File: config.mk
export PLATFORM = sky130hd
export DESIGN_NAME = midpoint_circle_outline_unit
export DESIGN_NICKNAME = d
export VERILOG_FILES = /design/src/design/mco_pkg.sv /design/src/design/mco_core.sv /design/src/design/mco_emit.sv /design/src/design/midpoint_circle_outline_unit.sv
export SDC_FILE = /design/constraint.sdc
export NUM_CORES = 1
export LEC_CHECK = 0
export BUFFER_PORTS_ARGS = -buffer_cell sky130_fd_sc_hd__buf_4
export CAP_MARGIN = 10
export CORE_MARGIN = 1
export CORE_UTILIZATION = 30
export CTS_CLUSTER_DIAMETER = 80
export DETAILED_ROUTE_END_ITERATION = 7
export GPL_TIMING_DRIVEN = 1
export HOLD_SLACK_MARGIN = 0.05
export PLACE_DENSITY = 0.47
export SETUP_SLACK_MARGIN = 0.3
export SLEW_MARGIN = 10
export SYNTH_ARGS = -nofsm -noshare
export SYNTH_HDL_FRONTEND = slang
export SYNTH_HIERARCHICAL = 1
export SYNTH_SLANG_ARGS = --single-unit
File: constraint.sdc
create_clock -name clk -period 5.99 [get_ports clk]
set_input_delay 1.198 -clock clk [delete_from_list [all_inputs] [get_ports clk]]
set_output_delay 1.198 -clock clk [all_outputs]
set_load 0.02 [all_outputs]
File: src/design/mco_pkg.sv
`timescale 1ns / 1ps
// Package for the midpoint circle outline unit.
// Holds the command codes, the octant order of the emitted points and the
// launch record between the step core and the point emitter. No dependencies.
package mco_pkg;

  // Command codes of an input item.
  localparam logic CMD_START = 1'b0;
  localparam logic CMD_STEP  = 1'b1;

  // Eight mirrored points per step, emitted in this order.
  localparam int unsigned POINTS_PER_STEP = 8;
  localparam int unsigned IDX_BITS        = 3;

  localparam logic [IDX_BITS-1:0] OCT_PX_MY = 3'd0;  // (cx+x, cy-y)
  localparam logic [IDX_BITS-1:0] OCT_PX_PY = 3'd1;  // (cx+x, cy+y)
  localparam logic [IDX_BITS-1:0] OCT_MX_MY = 3'd2;  // (cx-x, cy-y)
  localparam logic [IDX_BITS-1:0] OCT_MX_PY = 3'd3;  // (cx-x, cy+y)
  localparam logic [IDX_BITS-1:0] OCT_PY_MX = 3'd4;  // (cx+y, cy-x)
  localparam logic [IDX_BITS-1:0] OCT_PY_PX = 3'd5;  // (cx+y, cy+x)
  localparam logic [IDX_BITS-1:0] OCT_MY_MX = 3'd6;  // (cx-y, cy-x)
  localparam logic [IDX_BITS-1:0] OCT_MY_PX = 3'd7;  // (cx-y, cy+x)

  // Handoff from the step core to the point emitter.
  typedef struct packed {
    logic go;   // a step item was accepted and has eight points to emit
    logic fin;  // the circle is complete after this step
  } launch_t;

endpackage

File: src/design/mco_core.sv
`timescale 1ns / 1ps
// Step core of the midpoint circle outline unit: command handshake, the
// walk state and its one-step update. Depends on mco_pkg.
module mco_core #(
  parameter int COORD_BITS  = 12,
  parameter int RADIUS_BITS = 11
) (
  input  logic                          clk,
  input  logic                          rst,
  input  logic                          cmd_valid,
  output logic                          cmd_ready,
  input  logic                          command,
  input  logic [COORD_BITS-1:0]         centre_x,
  input  logic [COORD_BITS-1:0]         centre_y,
  input  logic [RADIUS_BITS-1:0]        circle_radius,
  input  logic                          emit_free,
  output mco_pkg::launch_t              launch,
  output logic signed [RADIUS_BITS:0]   step_x,
  output logic [RADIUS_BITS-1:0]        step_y,
  output logic [COORD_BITS-1:0]         step_cx,
  output logic [COORD_BITS-1:0]         step_cy
);

  localparam int XW = RADIUS_BITS + 1;
  localparam int TW = RADIUS_BITS + 1;
  localparam int EW = RADIUS_BITS + 3;

  logic signed [XW-1:0]   pos_x;
  logic [RADIUS_BITS-1:0] pos_y;
  logic [TW-1:0]          step_tx;
  logic [TW-1:0]          step_ty;
  logic signed [EW-1:0]   error_term;
  logic [COORD_BITS-1:0]  held_centre_x;
  logic [COORD_BITS-1:0]  held_centre_y;
  logic [RADIUS_BITS-1:0] held_radius;
  logic                   active;

  logic                   accept;
  logic                   step_ok;
  logic                   err_le0;
  logic                   dec_x;
  logic [RADIUS_BITS-1:0] y_next;
  logic signed [XW-1:0]   x_next;
  logic [TW-1:0]          tx_next;
  logic [TW-1:0]          ty_next;
  logic signed [EW-1:0]   err_mid;
  logic signed [EW-1:0]   err_next;
  logic                   fin;
  logic signed [XW-1:0]   start_x;
  logic signed [EW-1:0]   start_err;

  assign cmd_ready = emit_free;
  assign accept    = cmd_valid && cmd_ready;
  assign step_ok   = active && !(pos_x < $signed({1'b0, pos_y}));

  // One midpoint update: possibly move up in y, then possibly move in x.
  always_comb begin
    err_le0  = (error_term <= $signed(EW'(0)));
    y_next   = err_le0 ? pos_y + RADIUS_BITS'(1) : pos_y;
    err_mid  = err_le0 ? error_term + $signed({2'b00, step_ty}) : error_term;
    ty_next  = err_le0 ? step_ty + TW'(2) : step_ty;
    dec_x    = (err_mid > $signed(EW'(0)));
    x_next   = dec_x ? pos_x - $signed(XW'(1)) : pos_x;
    tx_next  = dec_x ? step_tx + TW'(2) : step_tx;
    err_next = dec_x ? err_mid + $signed({2'b00, tx_next})
                       - $signed({1'b0, held_radius, 1'b0})
                     : err_mid;
    fin      = (x_next < $signed({1'b0, y_next}));
  end

  assign start_x   = $signed({1'b0, circle_radius}) - $signed(XW'(1));
  assign start_err = $signed(EW'(1)) - $signed({2'b00, circle_radius, 1'b0});

  always_ff @(posedge clk) begin
    if (rst) begin
      pos_x         <= '0;
      pos_y         <= '0;
      step_tx       <= TW'(1);
      step_ty       <= TW'(1);
      error_term    <= '0;
      held_centre_x <= '0;
      held_centre_y <= '0;
      held_radius   <= '0;
      active        <= 1'b0;
    end else if (accept) begin
      if (command == mco_pkg::CMD_START) begin
        held_centre_x <= centre_x;
        held_centre_y <= centre_y;
        held_radius   <= circle_radius;
        pos_x         <= start_x;
        pos_y         <= '0;
        step_tx       <= TW'(1);
        step_ty       <= TW'(1);
        error_term    <= start_err;
        // A zero radius starts with x below y and never becomes active.
        active        <= (circle_radius != '0);
      end else if (step_ok) begin
        pos_x      <= x_next;
        pos_y      <= y_next;
        step_tx    <= tx_next;
        step_ty    <= ty_next;
        error_term <= err_next;
        active     <= !fin;
      end else begin
        active <= 1'b0;
      end
    end
  end

  assign launch.go  = accept && (command == mco_pkg::CMD_STEP) && step_ok;
  assign launch.fin = fin;
  assign step_x     = pos_x;
  assign step_y     = pos_y;
  assign step_cx    = held_centre_x;
  assign step_cy    = held_centre_y;

  // While a circle is in progress the walk has not crossed the diagonal.
  a_active_valid: assert property (@(posedge clk) disable iff (rst)
    active |-> !(pos_x < $signed({1'b0, pos_y})))
    else $error("active with x below y");

  // The step that crosses the diagonal ends the circle.
  a_fin_clears: assert property (@(posedge clk) disable iff (rst)
    (launch.go && launch.fin) |=> !active)
    else $error("circle still active after final step");

  // A launch only happens when the emitter can take it.
  a_go_free: assert property (@(posedge clk) disable iff (rst)
    launch.go |-> emit_free)
    else $error("launch while emitter busy");

endmodule

File: src/design/mco_emit.sv
`timescale 1ns / 1ps
// Point emitter of the midpoint circle outline unit: holds one step's
// position and walks the eight mirrored points into the result register.
// Depends on mco_pkg.
module mco_emit #(
  parameter int COORD_BITS  = 12,
  parameter int RADIUS_BITS = 11
) (
  input  logic                          clk,
  input  logic                          rst,
  input  mco_pkg::launch_t              launch,
  input  logic signed [RADIUS_BITS:0]   step_x,
  input  logic [RADIUS_BITS-1:0]        step_y,
  input  logic [COORD_BITS-1:0]         step_cx,
  input  logic [COORD_BITS-1:0]         step_cy,
  output logic                          emit_free,
  output logic                          pt_valid,
  input  logic                          pt_ready,
  output logic signed [COORD_BITS+1:0]  point_x,
  output logic signed [COORD_BITS+1:0]  point_y,
  output logic                          last,
  output logic                          done_res
);

  localparam int PW = COORD_BITS + 2;
  localparam int AW = COORD_BITS + RADIUS_BITS + 4;
  localparam logic [mco_pkg::IDX_BITS-1:0] IDX_LAST =
    mco_pkg::IDX_BITS'(mco_pkg::POINTS_PER_STEP - 1);

  logic                              busy;
  logic [mco_pkg::IDX_BITS-1:0]      idx;
  logic signed [RADIUS_BITS:0]       ex;
  logic [RADIUS_BITS-1:0]            ey;
  logic [COORD_BITS-1:0]             ecx;
  logic [COORD_BITS-1:0]             ecy;
  logic                              efin;

  logic                              adv;
  logic [AW-1:0]                     cxw;
  logic [AW-1:0]                     cyw;
  logic [AW-1:0]                     xw;
  logic [AW-1:0]                     yw;
  logic [AW-1:0]                     sel_x;
  logic [AW-1:0]                     sel_y;

  // The result register takes a new point when it is empty or being drained.
  assign adv       = busy && (!pt_valid || pt_ready);
  assign emit_free = !busy || ((idx == IDX_LAST) && adv);

  assign cxw = AW'(ecx);
  assign cyw = AW'(ecy);
  assign xw  = AW'(ex);
  assign yw  = AW'(ey);

  always_comb begin
    unique case (idx)
      mco_pkg::OCT_PX_MY: begin sel_x = cxw + xw; sel_y = cyw - yw; end
      mco_pkg::OCT_PX_PY: begin sel_x = cxw + xw; sel_y = cyw + yw; end
      mco_pkg::OCT_MX_MY: begin sel_x = cxw - xw; sel_y = cyw - yw; end
      mco_pkg::OCT_MX_PY: begin sel_x = cxw - xw; sel_y = cyw + yw; end
      mco_pkg::OCT_PY_MX: begin sel_x = cxw + yw; sel_y = cyw - xw; end
      mco_pkg::OCT_PY_PX: begin sel_x = cxw + yw; sel_y = cyw + xw; end
      mco_pkg::OCT_MY_MX: begin sel_x = cxw - yw; sel_y = cyw - xw; end
      mco_pkg::OCT_MY_PX: begin sel_x = cxw - yw; sel_y = cyw + xw; end
    endcase
  end

  always_ff @(posedge clk) begin
    if (rst) begin
      busy <= 1'b0;
      idx  <= '0;
    end else if (launch.go) begin
      busy <= 1'b1;
      idx  <= '0;
    end else if (adv) begin
      busy <= (idx != IDX_LAST);
      idx  <= idx + mco_pkg::IDX_BITS'(1);
    end
  end

  always_ff @(posedge clk) begin
    if (launch.go) begin
      ex   <= step_x;
      ey   <= step_y;
      ecx  <= step_cx;
      ecy  <= step_cy;
      efin <= launch.fin;
    end
  end

  always_ff @(posedge clk) begin
    if (rst) begin
      pt_valid <= 1'b0;
    end else if (adv) begin
      pt_valid <= 1'b1;
    end else if (pt_ready) begin
      pt_valid <= 1'b0;
    end
  end

  always_ff @(posedge clk) begin
    if (adv) begin
      point_x  <= $signed(sel_x[PW-1:0]);
      point_y  <= $signed(sel_y[PW-1:0]);
      last     <= (idx == IDX_LAST);
      done_res <= (idx == IDX_LAST) && efin;
    end
  end

  // Completion is only ever flagged on the closing point of a step.
  a_done_on_last: assert property (@(posedge clk) disable iff (rst)
    pt_valid |-> (!done_res || last))
    else $error("done_res without last");

  // A launch restarts the point walk at the first octant.
  a_go_starts: assert property (@(posedge clk) disable iff (rst)
    launch.go |=> (busy && idx == '0))
    else $error("emitter did not start after launch");

  // The emitter goes idle only after handing over its closing point.
  a_idle_after_last: assert property (@(posedge clk) disable iff (rst)
    $fell(busy) |-> (pt_valid && last))
    else $error("emitter went idle before its closing point");

endmodule

File: src/design/midpoint_circle_outline_unit.sv
`timescale 1ns / 1ps
// Midpoint circle outline unit. A start item (command 0) loads the centre and
// radius and yields no points. Each step item (command 1) of an active circle
// yields eight mirrored outline points, one per cycle on the point channel
// while pt_ready does not hold it back. The next item is taken in the cycle the
// eighth point of the current step enters the result register, so items follow
// each other without gaps. The last point of a step carries last, and done_res
// when the circle is complete.
// Depends on mco_pkg, mco_core and mco_emit.
module midpoint_circle_outline_unit #(
  parameter int COORD_BITS  = 12,
  parameter int RADIUS_BITS = 11
) (
  input  logic                          clk,
  input  logic                          rst,
  input  logic                          cmd_valid,
  output logic                          cmd_ready,
  input  logic                          command,
  input  logic [COORD_BITS-1:0]         centre_x,
  input  logic [COORD_BITS-1:0]         centre_y,
  input  logic [RADIUS_BITS-1:0]        circle_radius,
  output logic                          pt_valid,
  input  logic                          pt_ready,
  output logic signed [COORD_BITS+1:0]  point_x,
  output logic signed [COORD_BITS+1:0]  point_y,
  output logic                          last,
  output logic                          done_res
);

  mco_pkg::launch_t              launch;
  logic                          emit_free;
  logic signed [RADIUS_BITS:0]   step_x;
  logic [RADIUS_BITS-1:0]        step_y;
  logic [COORD_BITS-1:0]         step_cx;
  logic [COORD_BITS-1:0]         step_cy;

  mco_core #(
    .COORD_BITS  (COORD_BITS),
    .RADIUS_BITS (RADIUS_BITS)
  ) u_core (
    .clk           (clk),
    .rst           (rst),
    .cmd_valid     (cmd_valid),
    .cmd_ready     (cmd_ready),
    .command       (command),
    .centre_x      (centre_x),
    .centre_y      (centre_y),
    .circle_radius (circle_radius),
    .emit_free     (emit_free),
    .launch        (launch),
    .step_x        (step_x),
    .step_y        (step_y),
    .step_cx       (step_cx),
    .step_cy       (step_cy)
  );

  mco_emit #(
    .COORD_BITS  (COORD_BITS),
    .RADIUS_BITS (RADIUS_BITS)
  ) u_emit (
    .clk       (clk),
    .rst       (rst),
    .launch    (launch),
    .step_x    (step_x),
    .step_y    (step_y),
    .step_cx   (step_cx),
    .step_cy   (step_cy),
    .emit_free (emit_free),
    .pt_valid  (pt_valid),
    .pt_ready  (pt_ready),
    .point_x   (point_x),
    .point_y   (point_y),
    .last      (last),
    .done_res  (done_res)
  );

endmodule

==> impl_metrics.csv, run 1 <==
group,metric,value,unit
grt,use_met2,33.0,%
synth,synth-seq-area-share,33.0,%
worst_setup_path,path_max_fanout,3,
floorplan,dieArea,45200,um^2
synth,yosys_warnings,6,
worst_setup_path,cp-end-kind,"register",
cts,clock_latency,490,ps
routing,vias,11800,
sta,finClkSkew,13.8,ps
pwr,powerDensity,303,nW/um^2
placed_design,dp_slack,-13.0,ps
sta,final.period_utilization,99.6,%
pwr,leakage,6.04,nW
cts,cts_root_buf,"clkbuf_16",
placed_design,dp_hpwl,32.7,mm
routing,routed_wl,43.3,mm
sta,relSlewSlack,25.9,%
placed_design,io_buffers,71,
routing,wl_per_cell,19.5,um
grt,antenna_found_initial,0,
synth,ys_seq_elements,180,
grt,grt_pass1_vias,11600,
synth,synth_edf_count,78,
synth,synth_area_per_cell,8.72,um^2
floorplan,pin_count,72,
sta,slew_viol_final,0,
status,status,"finished, final reports clean",
routing,dr.first_iter.drc_count,716,
sta,fin_ws,24.1,ps
worst_setup_path,crit_required,6400,ps
placed_design,dpl.cell_count,2150,
cts,postCtsHoldBufs,0,
grt,grtUsageMet3,3.34,%
cts,clock-sinks,180,
cts,cts_max_path_buffers,2,
sta,setup_viol,0,
worst_setup_path,cp_top_family,"compound AO/OA/AOI/OAI gates",
worst_setup_path,critPathMaxStageDelay,540,ps
sta,rsz0062_at_grt,"true",
worst_setup_path,path_buf_inv,0,
final_layout,n_antenna_cell,0,
sta,hold_viol,0,
floorplan,die_h,212,um
sta,worst_pin_slew,1110,ps
routing,first_pass_iters,5,
synth,async_flop_share,0,%
grt,grt.total_usage,19.6,%
synth,synth.net_count,1710,
floorplan,fp.dieW,212,um
grt,grt_use_met1,24.5,%
job,drv_cap,0,
worst_setup_path,cp-startpoint,"u_core/error_term[0]",
placed_design,gp_congestion,0.901,
worst_setup_path,start_kind,"register",
worst_setup_path,critPathKind,"reg2reg",
pwr,ir_drop,0.215,mV
grt,globalRouteOverflowTotal,0,
grt,grt_busiest_layer,"met2",
final_layout,drive_above_1_share,14.6,%
floorplan,start_util,30.7,%
final_layout,area_delta_synth_final,17.8,%
final_layout,final_cells,2216,
grt,grt_first_pass_wirelength,66.5,mm
floorplan,core,43400,um^2
routing,viasPerCell,5.35,
cts,htree_levels,4,
floorplan,rows,76,
min_path,hold_class,"reg2reg",
synth,synth.distinct_cells,90,
worst_setup_path,critPathArrivalTime,6370,ps
synth,synth_area,13300,um^2
routing,ant_nets,0,
routing,remaining_drc_errors,0,
worst_setup_path,r2r_start,"u_core/error_term[0]",
final_layout,nets,1804,
cts,cts_tree,"done",
sta,min_period,5970,ps
grt,grt_start_max_net_pins,47,
synth,synth_cells,1524,
min_path,hp-start,"u_core/step_cx[9]",
sta,max_freq,168,MHz
cts,worst_setup_hold_path_clk_slew,70,ps
cts,cts_buffers,17,
synth,synth_flop_cell,"dfxtp_1",
worst_setup_path,crit_path_top_delay_cell,"fa_1",
-- registers in the layout, indices dropped and copies added, names as in the netlist, 3 cells and up --
signal and flops:
u_emit/ey 11, u_emit/point_x 14, u_emit/idx 3, u_core/step_cy 12, u_core/step_y 11, u_emit/ecx 12, u_core/step_cx 12, u_emit/ex 12
u_core/held_radius 11, u_core/error_term 14, u_core/step_x 12, u_core/step_ty 12, u_emit/ecy 12, u_emit/point_y 14, u_core/step_tx 12
-- where the power goes --
part / internal (W) / switching [W]
Combinational: 0.000998 / 0.00117
Sequential: 0.00137 / 0.0000858
Clock: 0.000562 / 0.000555
Total: 0.00293 / 0.00181
-- path summary, 6_finish.rpt --
check             cells past startpoint  slack [ps]               endpoint
setup / recovery                     26          20  u_core/error_term[12]
hold / removal                        0         430          u_emit/ecx[9]
setup reg to reg                     26          20  u_core/error_term[12]
hold reg to reg                       0         430          u_emit/ecx[9]
-- routing by layer --
layer / part of all wire [%] / up-vias
li1: - / 5788
met1: 44 / 5685
met2: 48 / 297
met3: 3.7 / 78
met4: 3.8 / 0
met5: 0 / -
-- logic make-up after synthesis --
logic type               Yosys count  synth area share [%]
AND/OR/NAND/NOR                  484                  17.2
flip-flops                       180                  33.0
XOR/XNOR                         101                  6.65
AO/OA/AOI/OAI                    449                  22.7
buffers and inverters            147                  4.38
adder cells (fa/ha/maj)          146                  14.8
multiplexers                      17                  1.34
-- final cells by class --
| cell class | count | area, um^2 |
|---|---|---|
| multi-input combinational | 1197 | 8560 |
| inverter | 85 | 319 |
| sequential | 180 | 4390 |
| clock buffer | 20 | 458 |
| fill | 4587 | 27700 |
| clock inverter | 12 | 93.8 |
| tap | 585 | 732 |
| timing repair buffer | 137 | 1110 |
-- cell usage in the layout, fill, tap and decap left out, drive strengths merged, types with 7 or more instances in the layout --
cell,netlist,routed
inv,84,91
dfxtp,102,102
a221oi,17,17
nor3,41,41
and2,10,10
a31oi,22,22
and3,11,11
fa,18,18
nor2,152,152
a21oi,126,126
a21o,24,24
nor4,11,11
o21ai,75,75
ha,128,128
nand3,30,30
mux2i,11,11
o21a,20,20
edfxtp,78,78
o22ai,22,22
or3,13,13
clkbuf,46,20
a41oi,8,8
xnor2,62,62
nand2,134,134
nor2b,10,10
a2111oi,8,8
buf,16,137
nand2b,29,29
xor2,39,39
nand4,18,18
a211o,9,9
o211ai,16,16
a211oi,20,20
o21bai,7,7
o31ai,9,9
-- worst register-to-register path, delay by kind of cell, from the launching register on --
kind | cells | cell delay [ps]
fa+ha+maj | 5 | 1480
flops | 1 | 340
mux | 1 | 320
xor+xnor | 2 | 310
simple gates | 4 | 740
compound gates | 14 | 2700
-- synthesized netlist by cell type, drive strengths merged (9+ instances only) --
cell type | number | area share, %
nor3 | 41 | 1.6
o21ai | 75 | 2.8
buf | 16 | 0.67
nand3 | 30 | 1.1
dfxtp | 102 | 15
nand2 | 134 | 3.8
o31ai | 9 | 0.55
o211ai | 16 | 0.90
a31oi | 22 | 1.0
nor2b | 10 | 0.47
nor2 | 152 | 4.3
nor4 | 11 | 0.66
inv | 84 | 2.4
a21oi | 126 | 4.7
clkbuf | 46 | 1.3
a221oi | 17 | 1.3
a21o | 24 | 1.4
nand4 | 18 | 0.85
xnor2 | 62 | 4.1
xor2 | 39 | 2.6
edfxtp | 78 | 18
ha | 128 | 12
o21a | 20 | 1.1
a211o | 9 | 0.59
and3 | 11 | 0.52
or3 | 13 | 0.61
a211oi | 20 | 1.1
fa | 18 | 2.7
mux2i | 11 | 0.83
nand2b | 29 | 1.4
o22ai | 22 | 1.0
and2 | 10 | 0.47
-- stage by stage --
stage	power [W]	hold slack, ps	setup TNS (ps)	area, um^2	util [%]
floorplan	0.00280	408	0	13400	-
global placement	0.00333	413	0	14600	33.7
detailed placement	0.00332	416	-24.0	14600	33.7
CTS	0.00462	432	0	15500	35.6
global route	0.00503	438	-855	15700	36.1
finish	0.00474	426	0	15700	36.1
-- timing repair --
item                                   CTS  global route
buffers inserted                        29             5
pin swaps                               19            14
endpoints found under the hold margin    0             0
resized for setup                       17            38
setup endpoints to repair                7            12
(Power assumes the default switching activity.)
==> inputs of run 2 (changes only) <==
--- a/config.mk
+++ b/config.mk
@@ -12,9 +12,9 @@
 export CTS_CLUSTER_DIAMETER = 80
 export DETAILED_ROUTE_END_ITERATION = 7
 export GPL_TIMING_DRIVEN = 1
-export HOLD_SLACK_MARGIN = 0.05
-export PLACE_DENSITY = 0.47
-export SETUP_SLACK_MARGIN = 0.3
+export HOLD_SLACK_MARGIN = 0.1
+export PLACE_DENSITY = 0.45
+export SETUP_SLACK_MARGIN = 0.1
 export SLEW_MARGIN = 10
 export SYNTH_ARGS = -nofsm -noshare
 export SYNTH_HDL_FRONTEND = slang
==> constraint.sdc (replaced) <==
create_clock -name clk -period 7.08 [get_ports clk]
set_input_delay 1.416 -clock clk [delete_from_list [all_inputs] [get_ports clk]]
set_output_delay 1.416 -clock clk [all_outputs]
set_load 0.02 [all_outputs]
==> run 2 against run 1 <==
Maximum frequency is 7.8% lower. Highest routed layer unchanged. Register-to-register slack better by 590 ps. Worst setup slack better by 590 ps. Critical path depth is 1 lower. Flip-flop and latch count stayed put. Total power is 23% lower. Sequential power is 15% lower. Utilization is 1.5 points lower. Global-route usage is 0.97 points lower. Routed wire length is 6.6% lower. Design area is 4.1% lower. Combinational power is 33% lower.
==> impl_metrics.csv, run 2 (synthesis gave the netlist of run 1 again) <==
group,metric,value,unit
worst_setup_path,critPathKind,"reg2reg",
final_layout,fin_util,34.6,%
final_layout,drive_above_1_share,9.76,%
sta,setup_viol,0,
pwr,combPwrFrac,40.0,%
floorplan,pin_count,72,
pwr,p_sw,0.00137,W
sta,finClkSkew,8.87,ps
placed_design,dp_hpwl,31.7,mm
worst_setup_path,start_kind,"register",
routing,vias,11500,
grt,antenna_found_initial,0,
floorplan,die_h,212,um
sta,final.period_utilization,91.4,%
sta,whs,431,ps
grt,grt_pass1_vias,11400,
pwr,power,0.00365,W
floorplan,rows,76,
placed_design,io_buffers,71,
sta,min_period,6470,ps
worst_setup_path,critPathMaxStageDelay,440,ps
final_layout,n_antenna_cell,0,
worst_setup_path,r2r_cells,25,
cts,cts_buffers,17,
final_layout,reg.largest.list,"u_core/error_term (14), u_emit/point_x (14), u_emit/point_y (14)",
sta,worst_pin_slew,1250,ps
grt,grt_first_pass_wirelength,63.6,mm
pwr,switching_share,37.6,%
cts,cts_max_path_buffers,2,
pwr,p_int,0.00228,W
floorplan,dieArea,45200,um^2
grt,globalRouteOverflowTotal,0,
placed_design,gp_congestion,0.869,
final_layout,area_delta_synth_final,12.9,%
routing,wl_per_cell,18.7,um
cts,postCtsHoldBufs,0,
min_path,hold_class,"reg2reg",
min_path,min_path_cells,0,
cts,htree_levels,4,
pwr,leakage,5.72,nW
routing,remaining_drc_errors,0,
pwr,power_frac_seq,33.6,%
worst_setup_path,path_max_fanout,12,
worst_setup_path,crit_required,7410,ps
grt,grt.total_usage,18.7,%
final_layout,final_cell_mix,"nor2_1, nand2_1, ha_1",
routing,first_pass_iters,5,
sta,relSlewSlack,16.4,%
final_layout,layout.cells.most_common,"nor2_1",
pwr,p_clk_share,26.4,%
sta,max_freq,155,MHz
routing,routed_wl,40.5,mm
sta,slew_viol_final,0,
cts,cts_tree,"done",
routing,ant_nets,0,
routing,viasPerCell,5.30,
cts,clock-sinks,180,
floorplan,core,43400,um^2
pwr,powerDensity,243,nW/um^2
sta,rsz0062_at_grt,"false",
cts,worst_setup_hold_path_clk_slew,70,ps
worst_setup_path,crit_path_top_delay_cell,"fa_1",
cts,clock_latency,480,ps
grt,grt_start_max_net_pins,56,
floorplan,start_util,30.7,%
cts,cts_root_buf,"clkbuf_16",
worst_setup_path,critPathArrivalTime,6800,ps
pwr,ir_drop,0.181,mV
worst_setup_path,cp-end-kind,"register",
worst_setup_path,reg2reg_slack,610,ps
final_layout,nets,1751,
sta,tns,0,ps
final_layout,nFillCells,4565,
routing,dr.first_iter.drc_count,654,
status,status,"finished, final reports clean",
floorplan,fp.dieW,212,um
sta,hold_viol,0,
job,drv_cap,0,
run 2: cell types whose count changed in the layout (fill, tap and decap cells not counted), sizes merged:
| cell | before | now |
|---|---|---|
| inv | 91 | 94 |
| clkinv | 4 | 2 |
| clkinvlp | 2 | 0 |
| buf | 137 | 84 |
| bufinv | 0 | 1 |
run 2: cell type report:
class	count	area (um^2)	share of cell area [%]
well taps	585	732	4.88
clock buffers	20	447	2.98
clock inverters	12	136	0.909
flip-flops and latches	180	4380	29.2
inverters	85	319	2.13
multi-input cells	1197	8360	55.7
repair buffers	84	631	4.20
run 2: through the flow:
step	instance area (um^2)	cells	setup slack (ps)
after floorplan	13300	1524	1110
after global placement	14400	2131	599
after detailed placement	14400	2131	418
after CTS	15000	2163	407
after global routing	15000	2163	166
final	15000	2163	610
run 2: what timing repair did:
item,CTS,global route
buffers inserted,0,0
gates resized for setup,0,4
setup endpoints to repair,0,5
run 2: power groups by stage:
stage	sequential, W	clock (W)	combinational (W)
after floorplan	0.00123	0	0.00110
after global placement	0.00125	0	0.00144
after detailed placement	0.00125	0	0.00145
after CTS	0.00123	0.00101	0.00145
after global routing	0.00124	0.00104	0.00164
final	0.00123	0.000965	0.00146
run 2: routing by layer:
layer	wire length [um]	vias up	global-route usage, %
met4	1140	0	7.59
met3	1300	49	2.91
met1	17400	5511	21.9
li1	-	5688	-
met5	0	-	0
met2	20600	223	33.5
run 2: path summary, 6_finish.rpt:
check	from	endpoint
setup / recovery	u_core/error_term[0]	u_core/error_term[13]
hold / removal	u_core/step_cx[2]	u_emit/ecx[2]
setup reg to reg	u_core/error_term[0]	u_core/error_term[13]
hold reg to reg	u_core/step_cx[2]	u_emit/ecx[2]
run 2: critical path: cells and delay by family, from the launching register on:
family,cells,cell delay [ps]
AOI/OAI and AO/OA,16,3360
xor gates and xnor gates,1,220
adders and majority gates,5,1610
DFF,1,340
muxes,1,330
and+or+nand+nor,2,470
==> inputs of run 3 (changes only) <==
--- a/config.mk
+++ b/config.mk
@@ -14,6 +14,7 @@
 export GPL_TIMING_DRIVEN = 1
 export HOLD_SLACK_MARGIN = 0.1
 export PLACE_DENSITY = 0.45
+export RECOVER_POWER = 25
 export SETUP_SLACK_MARGIN = 0.1
 export SLEW_MARGIN = 10
 export SYNTH_ARGS = -nofsm -noshare
==> run 3 against run 2 <==
The flow now finishes with violations (max-capacitance violations, max-slew violations). Clock power about the same. Clock-buffer cell count did not move. Non-clock buffer count stayed put. Worst setup slack worse by 1.8 ps. Critical endpoint unchanged. Largest power group unchanged.
==> impl_metrics.csv, run 3 (synthesis gave the netlist of run 1 again) <==
group,metric,value,unit
grt,grt_start_max_net_pins,56,
sta,min_period,6470,ps
floorplan,die_h,212,um
worst_setup_path,critPathMaxStageDelay,440,ps
min_path,min_to,"u_emit/ecx[2]",
cts,clock_latency,480,ps
routing,ant_nets,0,
routing,vias,11400,
cts,worst_setup_hold_path_clk_slew,70,ps
sta,max_freq,155,MHz
final_layout,fin_area,15000,um^2
cts,cts_buffers,17,
placed_design,dp_hpwl,31.7,mm
grt,grt.total_usage,18.7,%
worst_setup_path,r2r_cells,25,
routing,routed_wl,40.5,mm
grt,grt_pass1_vias,11400,
pwr,switching_share,37.7,%
worst_setup_path,critPathArrivalTime,6810,ps
status,status,"finished, violations left",
sta,finClkSkew,9.57,ps
worst_setup_path,r2r_start,"u_core/error_term[0]",
placed_design,placed_area,14400,um^2
final_layout,area_delta_synth_final,12.9,%
sta,setup_viol,0,
floorplan,core,43400,um^2
pwr,leakage,5.72,nW
final_layout,nets,1751,
routing,first_pass_iters,5,
grt,grt_first_pass_wirelength,63.6,mm
floorplan,fp.dieW,212,um
floorplan,dieArea,45200,um^2
grt,antenna_found_initial,0,
sta,rsz0062_at_grt,"false",
floorplan,start_util,30.7,%
cts,postCtsSetupRepairBufs,0,
grt,globalRouteOverflowTotal,0,
placed_design,gp_congestion,0.869,
cts,cts_root_buf,"clkbuf_16",
min_path,min_path_cells,0,
worst_setup_path,reg2reg_slack,610,ps
worst_setup_path,path_buf_inv,0,
worst_setup_path,start_kind,"register",
min_path,hp-start,"u_core/step_cx[2]",
worst_setup_path,critPathKind,"reg2reg",
pwr,p_int,0.00228,W
worst_setup_path,cp_top_family,"compound AO/OA/AOI/OAI gates",
sta,slew_viol_final,67,
final_layout,drive_above_1_share,9.57,%
min_path,hold_class,"reg2reg",
sta,tns,0,ps
routing,dr.first_iter.drc_count,613,
worst_setup_path,cp-end-kind,"register",
pwr,powerDensity,244,nW/um^2
pwr,power_frac_seq,33.6,%
final_layout,multiInputGateArea,8360,um^2
pwr,p_clk_share,26.4,%
placed_design,io_buffers,71,
sta,final.period_utilization,91.4,%
final_layout,final_cell_mix,"nor2_1, nand2_1, ha_1",
final_layout,reg.largest.list,"u_core/error_term (14), u_emit/point_x (14), u_emit/point_y (14)",
cts,cts_max_path_buffers,2,
final_layout,n_antenna_cell,0,
final_layout,nFillCells,4569,
routing,viasPerCell,5.28,
floorplan,rows,76,
sta,hold_viol,0,
status,violations,"max-capacitance violations, max-slew violations",
worst_setup_path,path_max_fanout,12,
final_layout,seq_area,4380,um^2
floorplan,pin_count,72,
pwr,p_sw,0.00138,W
routing,wl_per_cell,18.7,um
cts,htree_levels,4,
pwr,ir_drop,0.181,mV
cts,clock-sinks,180,
sta,relSlewSlack,-73.5,%
final_layout,layout.cells.most_common,"nor2_1",
routing,remaining_drc_errors,0,
job,drv_cap,2,
sta,worst_pin_slew,2600,ps
worst_setup_path,crit_path_top_delay_cell,"fa_1",
worst_setup_path,crit_required,7420,ps
pwr,combPwrFrac,39.9,%
cts,cts_tree,"done",
worst_setup_path,r2r-end,"u_core/error_term[13]",
run 3: layout make-up:
class,count,share of cell area (%)
clock buffer,20,2.98
timing repair buffer,84,4.15
clock inverter,12,0.909
multi-input combinational,1197,55.7
sequential,180,29.2
inverter,85,2.13
tap,585,4.88
run 3: stage by stage:
stage	setup WS [ps]	hold WS (ps)	total power [W]	utilization (%)	cells
after global routing	166	442	0.00392	34.6	2163
after detailed placement	418	415	0.00270	33.2	2131
final	609	431	0.00366	34.6	2163
after CTS	407	432	0.00369	34.6	2163
after global placement	599	413	0.00270	33.2	2131
after floorplan	1110	408	0.00233	-	1524
run 3: routing by layer:
| metal | vias up | routed length (um) | global-route usage, % |
|---|---|---|---|
| li1 | 5689 | - | - |
| met1 | 5487 | 17600 | 21.9 |
| met2 | 207 | 20600 | 33.5 |
| met3 | 45 | 1180 | 2.91 |
| met4 | 0 | 1100 | 7.59 |
| met5 | - | 0 | 0 |
run 3: power groups by stage:
stage	sequential (W)	clock, W	combinational (W)
after floorplan	0.00123	0	0.00110
after global placement	0.00125	0	0.00144
after detailed placement	0.00125	0	0.00145
after CTS	0.00123	0.00101	0.00145
after global routing	0.00124	0.00104	0.00164
final	0.00123	0.000966	0.00146
run 3: worst max-delay path by stage:
| stage | from | to | slack (ps) | cells after the start |
|---|---|---|---|---|
| final | u_core/error_term[0] | u_core/error_term[13] | 610 | 25 |
| after global placement | u_core/error_term[0] | u_core/error_term[13] | 600 | 25 |
| after floorplan | u_core/error_term[0] | u_core/error_term[12] | 1110 | 30 |
| after detailed placement | u_core/error_term[0] | u_core/error_term[13] | 420 | 25 |
| after global routing | u_core/error_term[0] | u_core/error_term[13] | 170 | 25 |
| after CTS | u_core/error_term[0] | u_core/error_term[13] | 410 | 25 |
run 3: timing repair:
action                     in CTS  in global routing
hold endpoints to repair        0                  0
gates resized for setup         0                  4
setup endpoints to repair       0                  5
hold buffers                    0                  0
